==> config.mk <==
export PLATFORM = sky130hd
export DESIGN_NAME = indexed_deque_list_core
export DESIGN_NICKNAME = d
export VERILOG_FILES = /design/src/idl_pkg.sv /design/src/idl_node_ram.sv /design/src/idl_free_stack.sv /design/src/indexed_deque_list_core.sv
export SDC_FILE = /design/constraint.sdc
export NUM_CORES = 2
export LEC_CHECK = 0
export ABC_CLOCK_PERIOD_IN_PS = 5700
export BUFFER_PORTS_ARGS = -buffer_cell sky130_fd_sc_hd__buf_2
export CORE_ASPECT_RATIO = 2
export CORE_UTILIZATION = 45
export CTS_CLUSTER_SIZE = 12
export DETAILED_ROUTE_END_ITERATION = 7
export GPL_TIMING_DRIVEN = 0
export PLACE_DENSITY = 0.7
export SYNTH_ARGS = -nofsm -noshare
export SYNTH_HDL_FRONTEND = slang
export SYNTH_HIERARCHICAL = 1
export SYNTH_SLANG_ARGS = --single-unit
==> constraint.sdc <==
create_clock -name clk -period 5.7 [get_ports clk]
set_clock_uncertainty 0.15 [all_clocks]
set_input_delay 0.57 -clock clk [delete_from_list [all_inputs] [get_ports clk]]
set_output_delay 0.57 -clock clk [all_outputs]
set_load 0.005 [all_outputs]
==> src/idl_pkg.sv <==
`default_nettype none
package idl_pkg;

    typedef enum logic [2:0] {
        REQ_PUSH_BACK  = 3'd0,
        REQ_PUSH_FRONT = 3'd1,
        REQ_POP_BACK   = 3'd2,
        REQ_POP_HEAD   = 3'd3,
        REQ_INSERT     = 3'd4,
        REQ_GET        = 3'd5,
        REQ_SET        = 3'd6,
        REQ_REMOVE     = 3'd7
    } req_t;

    typedef enum logic [1:0] {
        ST_OK     = 2'd0,
        ST_EMPTY  = 2'd1,
        ST_BOUNDS = 2'd2,
        ST_FULL   = 2'd3
    } status_t;

    typedef enum logic [3:0] {
        S_IDLE,
        S_CHECK,
        S_WALK_ISSUE,
        S_WALK_WAIT,
        S_ACT_ISSUE,
        S_ACT_WAIT,
        S_LINK_A,
        S_LINK_B,
        S_FREE_RD,
        S_FREE_WAIT,
        S_DONE
    } state_t;

endpackage
`default_nettype wire

==> src/idl_node_ram.sv <==
`default_nettype none
// Node pool: word, forward and back link per node. Three writes, one read.
module idl_node_ram #(
    parameter int DEPTH      = 32,
    parameter int DATA_WIDTH = 32,
    parameter int AW         = $clog2(DEPTH),
    parameter int LW         = $clog2(DEPTH + 1)
) (
    input  wire logic                  clk,
    input  wire logic [AW-1:0]         rd_addr,
    output logic      [DATA_WIDTH-1:0] rd_word,
    output logic      [LW-1:0]         rd_next,
    output logic      [LW-1:0]         rd_prev,
    input  wire logic                  we_word,
    input  wire logic [AW-1:0]         word_addr,
    input  wire logic [DATA_WIDTH-1:0] word_data,
    input  wire logic                  we_next,
    input  wire logic [AW-1:0]         next_addr,
    input  wire logic [LW-1:0]         next_data,
    input  wire logic                  we_prev,
    input  wire logic [AW-1:0]         prev_addr,
    input  wire logic [LW-1:0]         prev_data
);

    logic [DATA_WIDTH-1:0] word_mem [DEPTH];
    logic [LW-1:0]         next_mem [DEPTH];
    logic [LW-1:0]         prev_mem [DEPTH];

    always_ff @(posedge clk)
    begin
        if (we_word)
        begin
            word_mem[word_addr] <= word_data;
        end
        rd_word <= word_mem[rd_addr];
    end

    always_ff @(posedge clk)
    begin
        if (we_next)
        begin
            next_mem[next_addr] <= next_data;
        end
        rd_next <= next_mem[rd_addr];
    end

    always_ff @(posedge clk)
    begin
        if (we_prev)
        begin
            prev_mem[prev_addr] <= prev_data;
        end
        rd_prev <= prev_mem[rd_addr];
    end

endmodule
`default_nettype wire

==> src/idl_free_stack.sv <==
`default_nettype none
// Free node stack. Reset state (every node on the stack, entry i holds i) is
// given by a low mark: slots below low_reg were never written and read as
// their own index.
module idl_free_stack #(
    parameter int DEPTH = 32,
    parameter int AW    = $clog2(DEPTH)
) (
    input  wire logic          clk,
    input  wire logic          rst_n,
    input  wire logic [AW-1:0] rd_addr,
    output logic      [AW-1:0] rd_data,
    input  wire logic          we,
    input  wire logic [AW-1:0] wr_addr,
    input  wire logic [AW-1:0] wr_data
);

    localparam int CW = $clog2(DEPTH + 1);

    logic [AW-1:0] mem [DEPTH];
    logic [CW-1:0] low_reg;
    logic [CW-1:0] low_next;
    logic [AW-1:0] mem_q;
    logic          raw_q;
    logic [AW-1:0] addr_q;

    // Pushes go to the slot at the current top, and the top only climbs by
    // pushing, so every slot from the lowest write up to the top is written.
    always_comb
    begin
        low_next = low_reg;
        if (we && (CW'({1'b0, wr_addr}) < low_reg))
        begin
            low_next = CW'({1'b0, wr_addr});
        end
    end

    always_ff @(posedge clk or negedge rst_n)
    begin
        if (!rst_n)
        begin
            low_reg <= CW'(DEPTH);
        end
        else
        begin
            low_reg <= low_next;
        end
    end

    always_ff @(posedge clk)
    begin
        if (we)
        begin
            mem[wr_addr] <= wr_data;
        end
        mem_q  <= mem[rd_addr];
        raw_q  <= (CW'({1'b0, rd_addr}) < low_reg);
        addr_q <= rd_addr;
    end

    assign rd_data = raw_q ? addr_q : mem_q;

endmodule
`default_nettype wire

==> src/indexed_deque_list_core.sv <==
`default_nettype none
// indexed_deque_list_core: bounded list of data words kept as a doubly linked
// pool of DEPTH nodes.
//
// Request channel: drive req_type, position, write_value and raise start
// while busy is low; the request is taken at that clock edge and busy rises
// the cycle after. Requests: push back/front, pop back/front, insert before
// a position, get, set and remove at a position.
//
// Result channel: done pulses for one cycle with status, read_value and
// length. The receiver cannot stall; it must take the result in that cycle.
// busy drops at the edge that ends the done cycle; the next request is taken
// at the following edge at the earliest.
//
// Sequence: a rejected request goes from the check straight to the result.
// Other requests, appends apart, walk W link hops from the nearer end of the
// list (W <= DEPTH/2), each hop one registered read of the node RAM, then
// read the target node; inserts then pop a free node and write the links,
// removes unlink the target. No new request is taken until the result of
// the last one is out.
//
// Reset: asynchronous, active low. The list comes up empty with every node
// free; no clearing pass is needed.
module indexed_deque_list_core #(
    parameter int DEPTH      = 32,
    parameter int DATA_WIDTH = 32
) (
    input  wire logic        clk,
    input  wire logic        rst_n,
    input  wire logic        start,
    output logic             busy,
    input  wire logic [2:0]  req_type,
    input  wire logic [5:0]  position,
    input  wire logic [31:0] write_value,
    output logic             done,
    output logic [1:0]       status,
    output logic [31:0]      read_value,
    output logic [5:0]       length
);

    localparam int AW = $clog2(DEPTH);
    localparam int LW = $clog2(DEPTH + 1);
    localparam logic [LW-1:0] NIL = LW'(DEPTH);

    // Request latches
    idl_pkg::req_t         req_reg;
    logic [LW-1:0]         pos_reg;
    logic                  pos_ovf_reg;
    logic [DATA_WIDTH-1:0] wv_reg;

    // List state
    logic [LW-1:0] head_reg, head_next;
    logic [LW-1:0] tail_reg, tail_next;
    logic [LW-1:0] count_reg, count_next;
    logic [LW-1:0] free_top_reg, free_top_next;

    // Sequencer
    idl_pkg::state_t state_reg, state_next;
    logic [LW-1:0]   cur_reg, cur_next;     // node being walked / target
    logic [LW-1:0]   steps_reg, steps_next; // hops left
    logic            dir_reg, dir_next;     // 1: walk backward
    logic [LW-1:0]   nn_reg, nn_next;       // freshly allocated node
    logic [LW-1:0]   lp_reg, lp_next;       // target's prev link
    logic [LW-1:0]   lx_reg, lx_next;       // target's next link
    logic [1:0]      st_reg, st_next;
    logic [31:0]     rd_reg, rd_next;

    // RAM ports
    logic [AW-1:0]         ram_addr;
    logic [DATA_WIDTH-1:0] ram_word;
    logic [LW-1:0]         ram_nlink, ram_plink;
    logic                  we_word, we_nlink, we_plink;
    logic [AW-1:0]         word_addr, nlink_addr, plink_addr;
    logic [DATA_WIDTH-1:0] word_data;
    logic [LW-1:0]         nlink_data, plink_data;

    logic [AW-1:0] fs_rd_addr, fs_rd_data, fs_wr_addr, fs_wr_data;
    logic          fs_we;

    // Effective position of the request (end ops map to 0, count or count - 1)
    logic [LW-1:0] eff_pos;
    logic          eff_ovf;   // position port out of range, positional ops only
    logic          is_ins;

    idl_node_ram #(
        .DEPTH      (DEPTH),
        .DATA_WIDTH (DATA_WIDTH)
    ) u_ram (
        .clk       (clk),
        .rd_addr   (ram_addr),
        .rd_word   (ram_word),
        .rd_next   (ram_nlink),
        .rd_prev   (ram_plink),
        .we_word   (we_word),
        .word_addr (word_addr),
        .word_data (word_data),
        .we_next   (we_nlink),
        .next_addr (nlink_addr),
        .next_data (nlink_data),
        .we_prev   (we_plink),
        .prev_addr (plink_addr),
        .prev_data (plink_data)
    );

    idl_free_stack #(
        .DEPTH (DEPTH)
    ) u_free (
        .clk     (clk),
        .rst_n   (rst_n),
        .rd_addr (fs_rd_addr),
        .rd_data (fs_rd_data),
        .we      (fs_we),
        .wr_addr (fs_wr_addr),
        .wr_data (fs_wr_data)
    );

    always_comb
    begin
        case (req_reg)
            idl_pkg::REQ_PUSH_BACK:  eff_pos = count_reg;
            idl_pkg::REQ_PUSH_FRONT: eff_pos = '0;
            idl_pkg::REQ_POP_BACK:   eff_pos = count_reg - LW'(1);
            idl_pkg::REQ_POP_HEAD:   eff_pos = '0;
            default:                 eff_pos = pos_reg;
        endcase
        eff_ovf = pos_ovf_reg && ((req_reg == idl_pkg::REQ_INSERT)
              || (req_reg == idl_pkg::REQ_GET) || (req_reg == idl_pkg::REQ_SET)
              || (req_reg == idl_pkg::REQ_REMOVE));
        is_ins = (req_reg == idl_pkg::REQ_PUSH_BACK) || (req_reg == idl_pkg::REQ_PUSH_FRONT)
              || (req_reg == idl_pkg::REQ_INSERT);
    end

    always_ff @(posedge clk)
    begin
        if (start && !busy)
        begin
            req_reg     <= idl_pkg::req_t'(req_type);
            pos_reg     <= LW'(position);
            pos_ovf_reg <= (32'(position) > DEPTH);
            wv_reg      <= DATA_WIDTH'(write_value);
        end
    end

    // Next state
    always_comb
    begin
        state_next = state_reg;
        case (state_reg)
            idl_pkg::S_IDLE:
            begin
                if (start)
                begin
                    state_next = idl_pkg::S_CHECK;
                end
            end
            idl_pkg::S_CHECK:
            begin
                if (st_next != 2'(idl_pkg::ST_OK))
                begin
                    state_next = idl_pkg::S_DONE;
                end
                else if (is_ins && eff_pos == count_reg)
                begin
                    state_next = idl_pkg::S_FREE_RD;
                end
                else
                begin
                    state_next = idl_pkg::S_WALK_ISSUE;
                end
            end
            idl_pkg::S_WALK_ISSUE:
            begin
                state_next = (steps_reg == '0) ? idl_pkg::S_ACT_ISSUE : idl_pkg::S_WALK_WAIT;
            end
            idl_pkg::S_WALK_WAIT:  state_next = idl_pkg::S_WALK_ISSUE;
            idl_pkg::S_ACT_ISSUE:  state_next = idl_pkg::S_ACT_WAIT;
            idl_pkg::S_ACT_WAIT:
            begin
                if (req_reg == idl_pkg::REQ_GET || req_reg == idl_pkg::REQ_SET)
                begin
                    state_next = idl_pkg::S_DONE;
                end
                else if (is_ins)
                begin
                    state_next = idl_pkg::S_FREE_RD;
                end
                else
                begin
                    state_next = idl_pkg::S_LINK_A;
                end
            end
            idl_pkg::S_FREE_RD:    state_next = idl_pkg::S_FREE_WAIT;
            idl_pkg::S_FREE_WAIT:  state_next = idl_pkg::S_LINK_A;
            idl_pkg::S_LINK_A:     state_next = idl_pkg::S_LINK_B;
            idl_pkg::S_LINK_B:     state_next = idl_pkg::S_DONE;
            idl_pkg::S_DONE:       state_next = idl_pkg::S_IDLE;
            default:               state_next = idl_pkg::S_IDLE;
        endcase
    end

    // Datapath and memory controls
    always_comb
    begin
        head_next     = head_reg;
        tail_next     = tail_reg;
        count_next    = count_reg;
        free_top_next = free_top_reg;
        cur_next      = cur_reg;
        steps_next    = steps_reg;
        dir_next      = dir_reg;
        nn_next       = nn_reg;
        lp_next       = lp_reg;
        lx_next       = lx_reg;
        st_next       = st_reg;
        rd_next       = rd_reg;
        ram_addr      = cur_reg[AW-1:0];
        we_word       = 1'b0;
        we_nlink      = 1'b0;
        we_plink      = 1'b0;
        word_addr     = cur_reg[AW-1:0];
        word_data     = wv_reg;
        nlink_addr    = cur_reg[AW-1:0];
        nlink_data    = NIL;
        plink_addr    = cur_reg[AW-1:0];
        plink_data    = NIL;
        fs_rd_addr    = AW'(free_top_reg - LW'(1));
        fs_we         = 1'b0;
        fs_wr_addr    = free_top_reg[AW-1:0];
        fs_wr_data    = cur_reg[AW-1:0];

        case (state_reg)
            idl_pkg::S_IDLE:
            begin
                st_next = 2'(idl_pkg::ST_OK);
                rd_next = '0;
            end
            idl_pkg::S_CHECK:
            begin
                st_next = 2'(idl_pkg::ST_OK);
                if (is_ins)
                begin
                    if (eff_ovf || eff_pos > count_reg)
                        st_next = 2'(idl_pkg::ST_BOUNDS);
                    else if (free_top_reg == '0)
                        st_next = 2'(idl_pkg::ST_FULL);
                end
                else if (req_reg == idl_pkg::REQ_SET)
                begin
                    if (eff_ovf || eff_pos >= count_reg)
                        st_next = 2'(idl_pkg::ST_BOUNDS);
                end
                else if (count_reg == '0)
                begin
                    st_next = 2'(idl_pkg::ST_EMPTY);
                end
                else if (eff_ovf || eff_pos >= count_reg)
                begin
                    st_next = 2'(idl_pkg::ST_BOUNDS);
                end
                // Walk from the nearer end
                if (count_reg - eff_pos < eff_pos)
                begin
                    dir_next   = 1'b1;
                    cur_next   = tail_reg;
                    steps_next = count_reg - LW'(1) - eff_pos;
                end
                else
                begin
                    dir_next   = 1'b0;
                    cur_next   = head_reg;
                    steps_next = eff_pos;
                end
            end
            idl_pkg::S_WALK_ISSUE:
            begin
                ram_addr = cur_reg[AW-1:0];
            end
            idl_pkg::S_WALK_WAIT:
            begin
                cur_next   = dir_reg ? ram_plink : ram_nlink;
                steps_next = steps_reg - LW'(1);
            end
            idl_pkg::S_ACT_ISSUE:
            begin
                ram_addr = cur_reg[AW-1:0];
            end
            idl_pkg::S_ACT_WAIT:
            begin
                lp_next = ram_plink;
                lx_next = ram_nlink;
                if (req_reg == idl_pkg::REQ_SET)
                begin
                    we_word = 1'b1;
                end
                else if (!is_ins)
                begin
                    rd_next = 32'(ram_word);
                end
            end
            idl_pkg::S_FREE_RD:
            begin
                fs_rd_addr    = AW'(free_top_reg - LW'(1));
                free_top_next = free_top_reg - LW'(1);
            end
            idl_pkg::S_FREE_WAIT:
            begin
                nn_next = LW'(fs_rd_data);
            end
            idl_pkg::S_LINK_A:
            begin
                if (is_ins)
                begin
                    // New node: word and both links
                    we_word   = 1'b1;
                    word_addr = nn_reg[AW-1:0];
                    we_nlink  = 1'b1;
                    we_plink  = 1'b1;
                    nlink_addr = nn_reg[AW-1:0];
                    plink_addr = nn_reg[AW-1:0];
                    if (eff_pos == count_reg)
                    begin
                        nlink_data = NIL;
                        plink_data = tail_reg;
                    end
                    else
                    begin
                        nlink_data = cur_reg;
                        plink_data = lp_reg;
                    end
                end
                else
                begin
                    // Unlink: predecessor forward, successor back
                    if (lp_reg == NIL)
                        head_next = lx_reg;
                    else
                    begin
                        we_nlink   = 1'b1;
                        nlink_addr = lp_reg[AW-1:0];
                        nlink_data = lx_reg;
                    end
                    if (lx_reg == NIL)
                        tail_next = lp_reg;
                    else
                    begin
                        we_plink   = 1'b1;
                        plink_addr = lx_reg[AW-1:0];
                        plink_data = lp_reg;
                    end
                    if (free_top_reg < NIL)
                    begin
                        fs_we         = 1'b1;
                        fs_wr_addr    = free_top_reg[AW-1:0];
                        fs_wr_data    = cur_reg[AW-1:0];
                        free_top_next = free_top_reg + LW'(1);
                    end
                    count_next = count_reg - LW'(1);
                end
            end
            idl_pkg::S_LINK_B:
            begin
                if (is_ins)
                begin
                    if (eff_pos == count_reg)
                    begin
                        if (tail_reg == NIL)
                            head_next = nn_reg;
                        else
                        begin
                            we_nlink   = 1'b1;
                            nlink_addr = tail_reg[AW-1:0];
                            nlink_data = nn_reg;
                        end
                        tail_next = nn_reg;
                    end
                    else
                    begin
                        we_plink   = 1'b1;
                        plink_addr = cur_reg[AW-1:0];
                        plink_data = nn_reg;
                        if (lp_reg == NIL)
                            head_next = nn_reg;
                        else
                        begin
                            we_nlink   = 1'b1;
                            nlink_addr = lp_reg[AW-1:0];
                            nlink_data = nn_reg;
                        end
                    end
                    count_next = count_reg + LW'(1);
                end
            end
            default:
            begin
            end
        endcase
    end

    always_ff @(posedge clk or negedge rst_n)
    begin
        if (!rst_n)
        begin
            state_reg    <= idl_pkg::S_IDLE;
            head_reg     <= NIL;
            tail_reg     <= NIL;
            count_reg    <= '0;
            free_top_reg <= NIL;
        end
        else
        begin
            state_reg    <= state_next;
            head_reg     <= head_next;
            tail_reg     <= tail_next;
            count_reg    <= count_next;
            free_top_reg <= free_top_next;
        end
    end

    always_ff @(posedge clk)
    begin
        cur_reg   <= cur_next;
        steps_reg <= steps_next;
        dir_reg   <= dir_next;
        nn_reg    <= nn_next;
        lp_reg    <= lp_next;
        lx_reg    <= lx_next;
        st_reg    <= st_next;
        rd_reg    <= rd_next;
    end

    // Outputs
    always_comb
    begin
        busy       = (state_reg != idl_pkg::S_IDLE);
        done       = (state_reg == idl_pkg::S_DONE);
        status     = st_reg;
        read_value = (st_reg == 2'(idl_pkg::ST_OK)) ? rd_reg : '0;
        length     = 6'(count_reg);
    end

endmodule
`default_nettype wire

==> flow_summary.ini <==
[status]
status = complete, no violations

[place]
place_ws_ps = -117
dp_hpwl_mm = 142
dp.cells = 6536
portBuffers = 85
globalplace.congestion = 0.956

[floorplan]
initial_utilization_pct = 45.4
pin_count = 86
fp.dieW_microns = 282
core_area_sq_mm = 0.156
rows = 205
dieArea_sq_mm = 0.159
die_y_microns = 563

[yosys]
syn_inst = 4325
synth-seq-cells = 1763
synth_nets = 4393
ys_async_sr_fraction_pct = 1.93
synth.area.top_cells = edfxtp_1 (71%), mux2i_1 (11%), dfxtp_1 (1.6%)
syn-cell-area_sq_mm = 0.0707
synthFlopType = edfxtp_1
synth_seq_area_share_pct = 73.8
synth_top_area_share_pct = 71.0
avgSynthCellArea_sq_um = 16.4
ys_warn_count = 6
synth_top_area_cell = edfxtp_1
synth_edf_count = 1672
ys_types = 87

[timing]
slew_headroom_pct = 2.10
period_share_pct = 98.7
min_period_ps = 5630
final-setup-viol-count = 0
clock.fmax_mhz = 178
fin_ws_ps = 74.8
rsz0062_at_grt = no
worstMarginPinSlew_ps = 1450
drv_slew = 0
finalHoldViolCount = 0

[final_layout]
fin_cells = 6864
largest-register = u_ram/word_mem
reg_top3 = u_ram/word_mem: 1024 flops, u_ram/next_mem: 192 flops, u_ram/prev_mem: 192 flops
finalNetCount = 4757
final_common_cell = edfxtp_1
final_cell_mix = edfxtp_1 (1672), mux2i_1 (767), nand2_1 (229)
area_growth_pct = 14.1
fillers = 12600
largest_reg_flops = 1024
drive_gt1_share_pct = 13.0

[critical_path]
cpMostUsedCell = clkbuf_1
arrival_ps = 5990
critPathLaunchType = register
endpoint_kind = register
slowest_delay_ps = 730
crit_required_ps = 6070
crit_type = register to register
reg2reg_depth = 11
crit_path_max_fanout = 23
crit_chain = clkbuf_1 > nor2b_1 > nor3b_2 > buf_6 > clkbuf_2 > nand3_1 > nand2_1 > or3b_2 > clkbuf_1 > nor2_4 > buf_12
crit_path_top_delay_cell = clkbuf_2

[global_routing]
groute.usage.overall_pct = 25.6
grt_max_degree = 35
grt_pass1_vias = 41300
antenna_found_initial = 9
grt.overflow.total = 0
grt_pass1_wl_mm = 286

[power]
p_leak_uw = 0.0276
ir_drop_mv = 0.278
power_density_mw_per_mm2 = 495

[detailed_routing]
wirelength_mm = 203
via_count = 40600
detail_route.wl_per_cell_microns = 29.5
drt_iter0_drc = 3787
avgViaCountPerCell = 5.91
first_pass_iters = 7
antenna_left = 0
drc = 0

[clock_network]
cts.clk_slew.worst_paths_ps = 70
clockBufferDepth = 4
cts-root-buf = clkbuf_16
htreeDepth = 4
cts_tree = yes
cts.sinks = 1763
insertion_delay_ps = 850
cts_buffers = 174

[hold_path]
hold_depth = 4
hp-class = input port to register

[flow_run]
maxCapViolCount = 0
==> what timing repair did <==
action | CTS | global route
resized for setup | 3 | 25
hold buffers | 42 | 0
buffers inserted | 0 | 6
pin swaps | 0 | 4
hold endpoints to repair | 72 | 0
endpoints found under the setup margin | 46 | 228
==> kinds of logic (layout without fill, tap and decap cells) <==
group / after synthesis / after routing / share of synthesized area [%]
adder cells (fa/ha/maj): 25 / 25 / 0.460
buffers and inverters: 262 / 722 / 1.95
other: 0 / 9 / 0
flip-flops: 1763 / 1763 / 73.8
XOR/XNOR: 33 / 33 / 0.419
AO/OA/AOI/OAI: 615 / 615 / 5.96
AND/OR/NAND/NOR: 823 / 823 / 5.62
multiplexers: 804 / 804 / 11.8
==> metrics by stage <==
step,power (uW),hold slack (ps),area [sq um],util [%],TNS (ps)
after floorplan,24100,124,70700,-,0
after global placement,29200,257,73800,47.3,-3853910
after detailed placement,29600,261,75200,48.2,-1590
after CTS,39800,21.8,80500,51.6,-2460
after global routing,41100,36.3,80700,51.7,0
final,40000,42.7,80700,51.7,0
==> metal layers <==
layer / global-route usage [%] / share of wire (%) / vias up
li1: - / - / 17600
met2: 46.8 / 53 / 1925
met5: 0 / 0.035 / -
met1: 24.3 / 30 / 20300
met4: 22.2 / 10 / 10
met3: 4.23 / 6.0 / 758
==> worst max-delay path: cells and delay by family (launching register included) <==
family,cells,cell delay [ps]
DFF,1,360
buffers and inverters,5,1910
and+or+nand+nor,6,2800
==> worst paths after layout <==
kind | endpoint | from | slack [ps]
max in group asynchronous | tail_reg[4]$_DFFE_PN0P_ | rst_n | 4530
max | u_ram/word_mem[24][22]$_DFFE_PP_ | state_reg[3]$_DFFE_PN0P_ | 70
min | state_reg[0]$_DFFE_PN0P_ | start | 40
min in group asynchronous | head_reg[3]$_DFFE_PN0P_ | rst_n | 280
min reg2reg | lx_reg[3]$_DFFE_PP_ | u_ram/rd_next[3]$_DFF_P_ | 280
max reg2reg | u_ram/word_mem[24][22]$_DFFE_PP_ | state_reg[3]$_DFFE_PN0P_ | 70
==> final cells by class <==
type | count | area, sq um | share of cell area, %
inverters | 29 | 109 | 0.135
clock buffers | 262 | 4760 | 5.90
well taps | 2070 | 2590 | 3.21
multi-input cells | 2300 | 17600 | 21.8
plain buffers | 232 | 1270 | 1.58
clock inverters | 10 | 93.8 | 0.116
flip-flops and latches | 1763 | 52200 | 64.7
diodes | 9 | 22.5 | 0.0279
repair buffers | 189 | 2070 | 2.56
==> synth_stat cells, types with 16 or more instances <==
master       n
a21oi_1    201
buf_2       83
ha_1        22
o21ai_0     31
a22o_1      99
a31oi_1     56
clkbuf_1    82
nor2_1     192
nand3b_1    22
edfxtp_1  1672
mux2i_1    767
buf_4       50
and2_1      69
nor3_1      59
nand2_1    229
nor2b_1     16
xnor2_1     22
nand3_1    166
dfxtp_1     57
a22oi_1    150
dfrtp_1     30
inv_1       28
==> where the power goes <==
| group | switching (uW) | leakage (uW) | internal [uW] |
|---|---|---|---|
| Combinational | 9270 | 0.00933 | 4850 |
| Sequential | 601 | 0.0159 | 15000 |
| Clock | 4550 | 0.00233 | 5710 |
| Total | 14400 | 0.0276 | 25600 |
No activity file was read; power rests on OpenSTA's default activity.
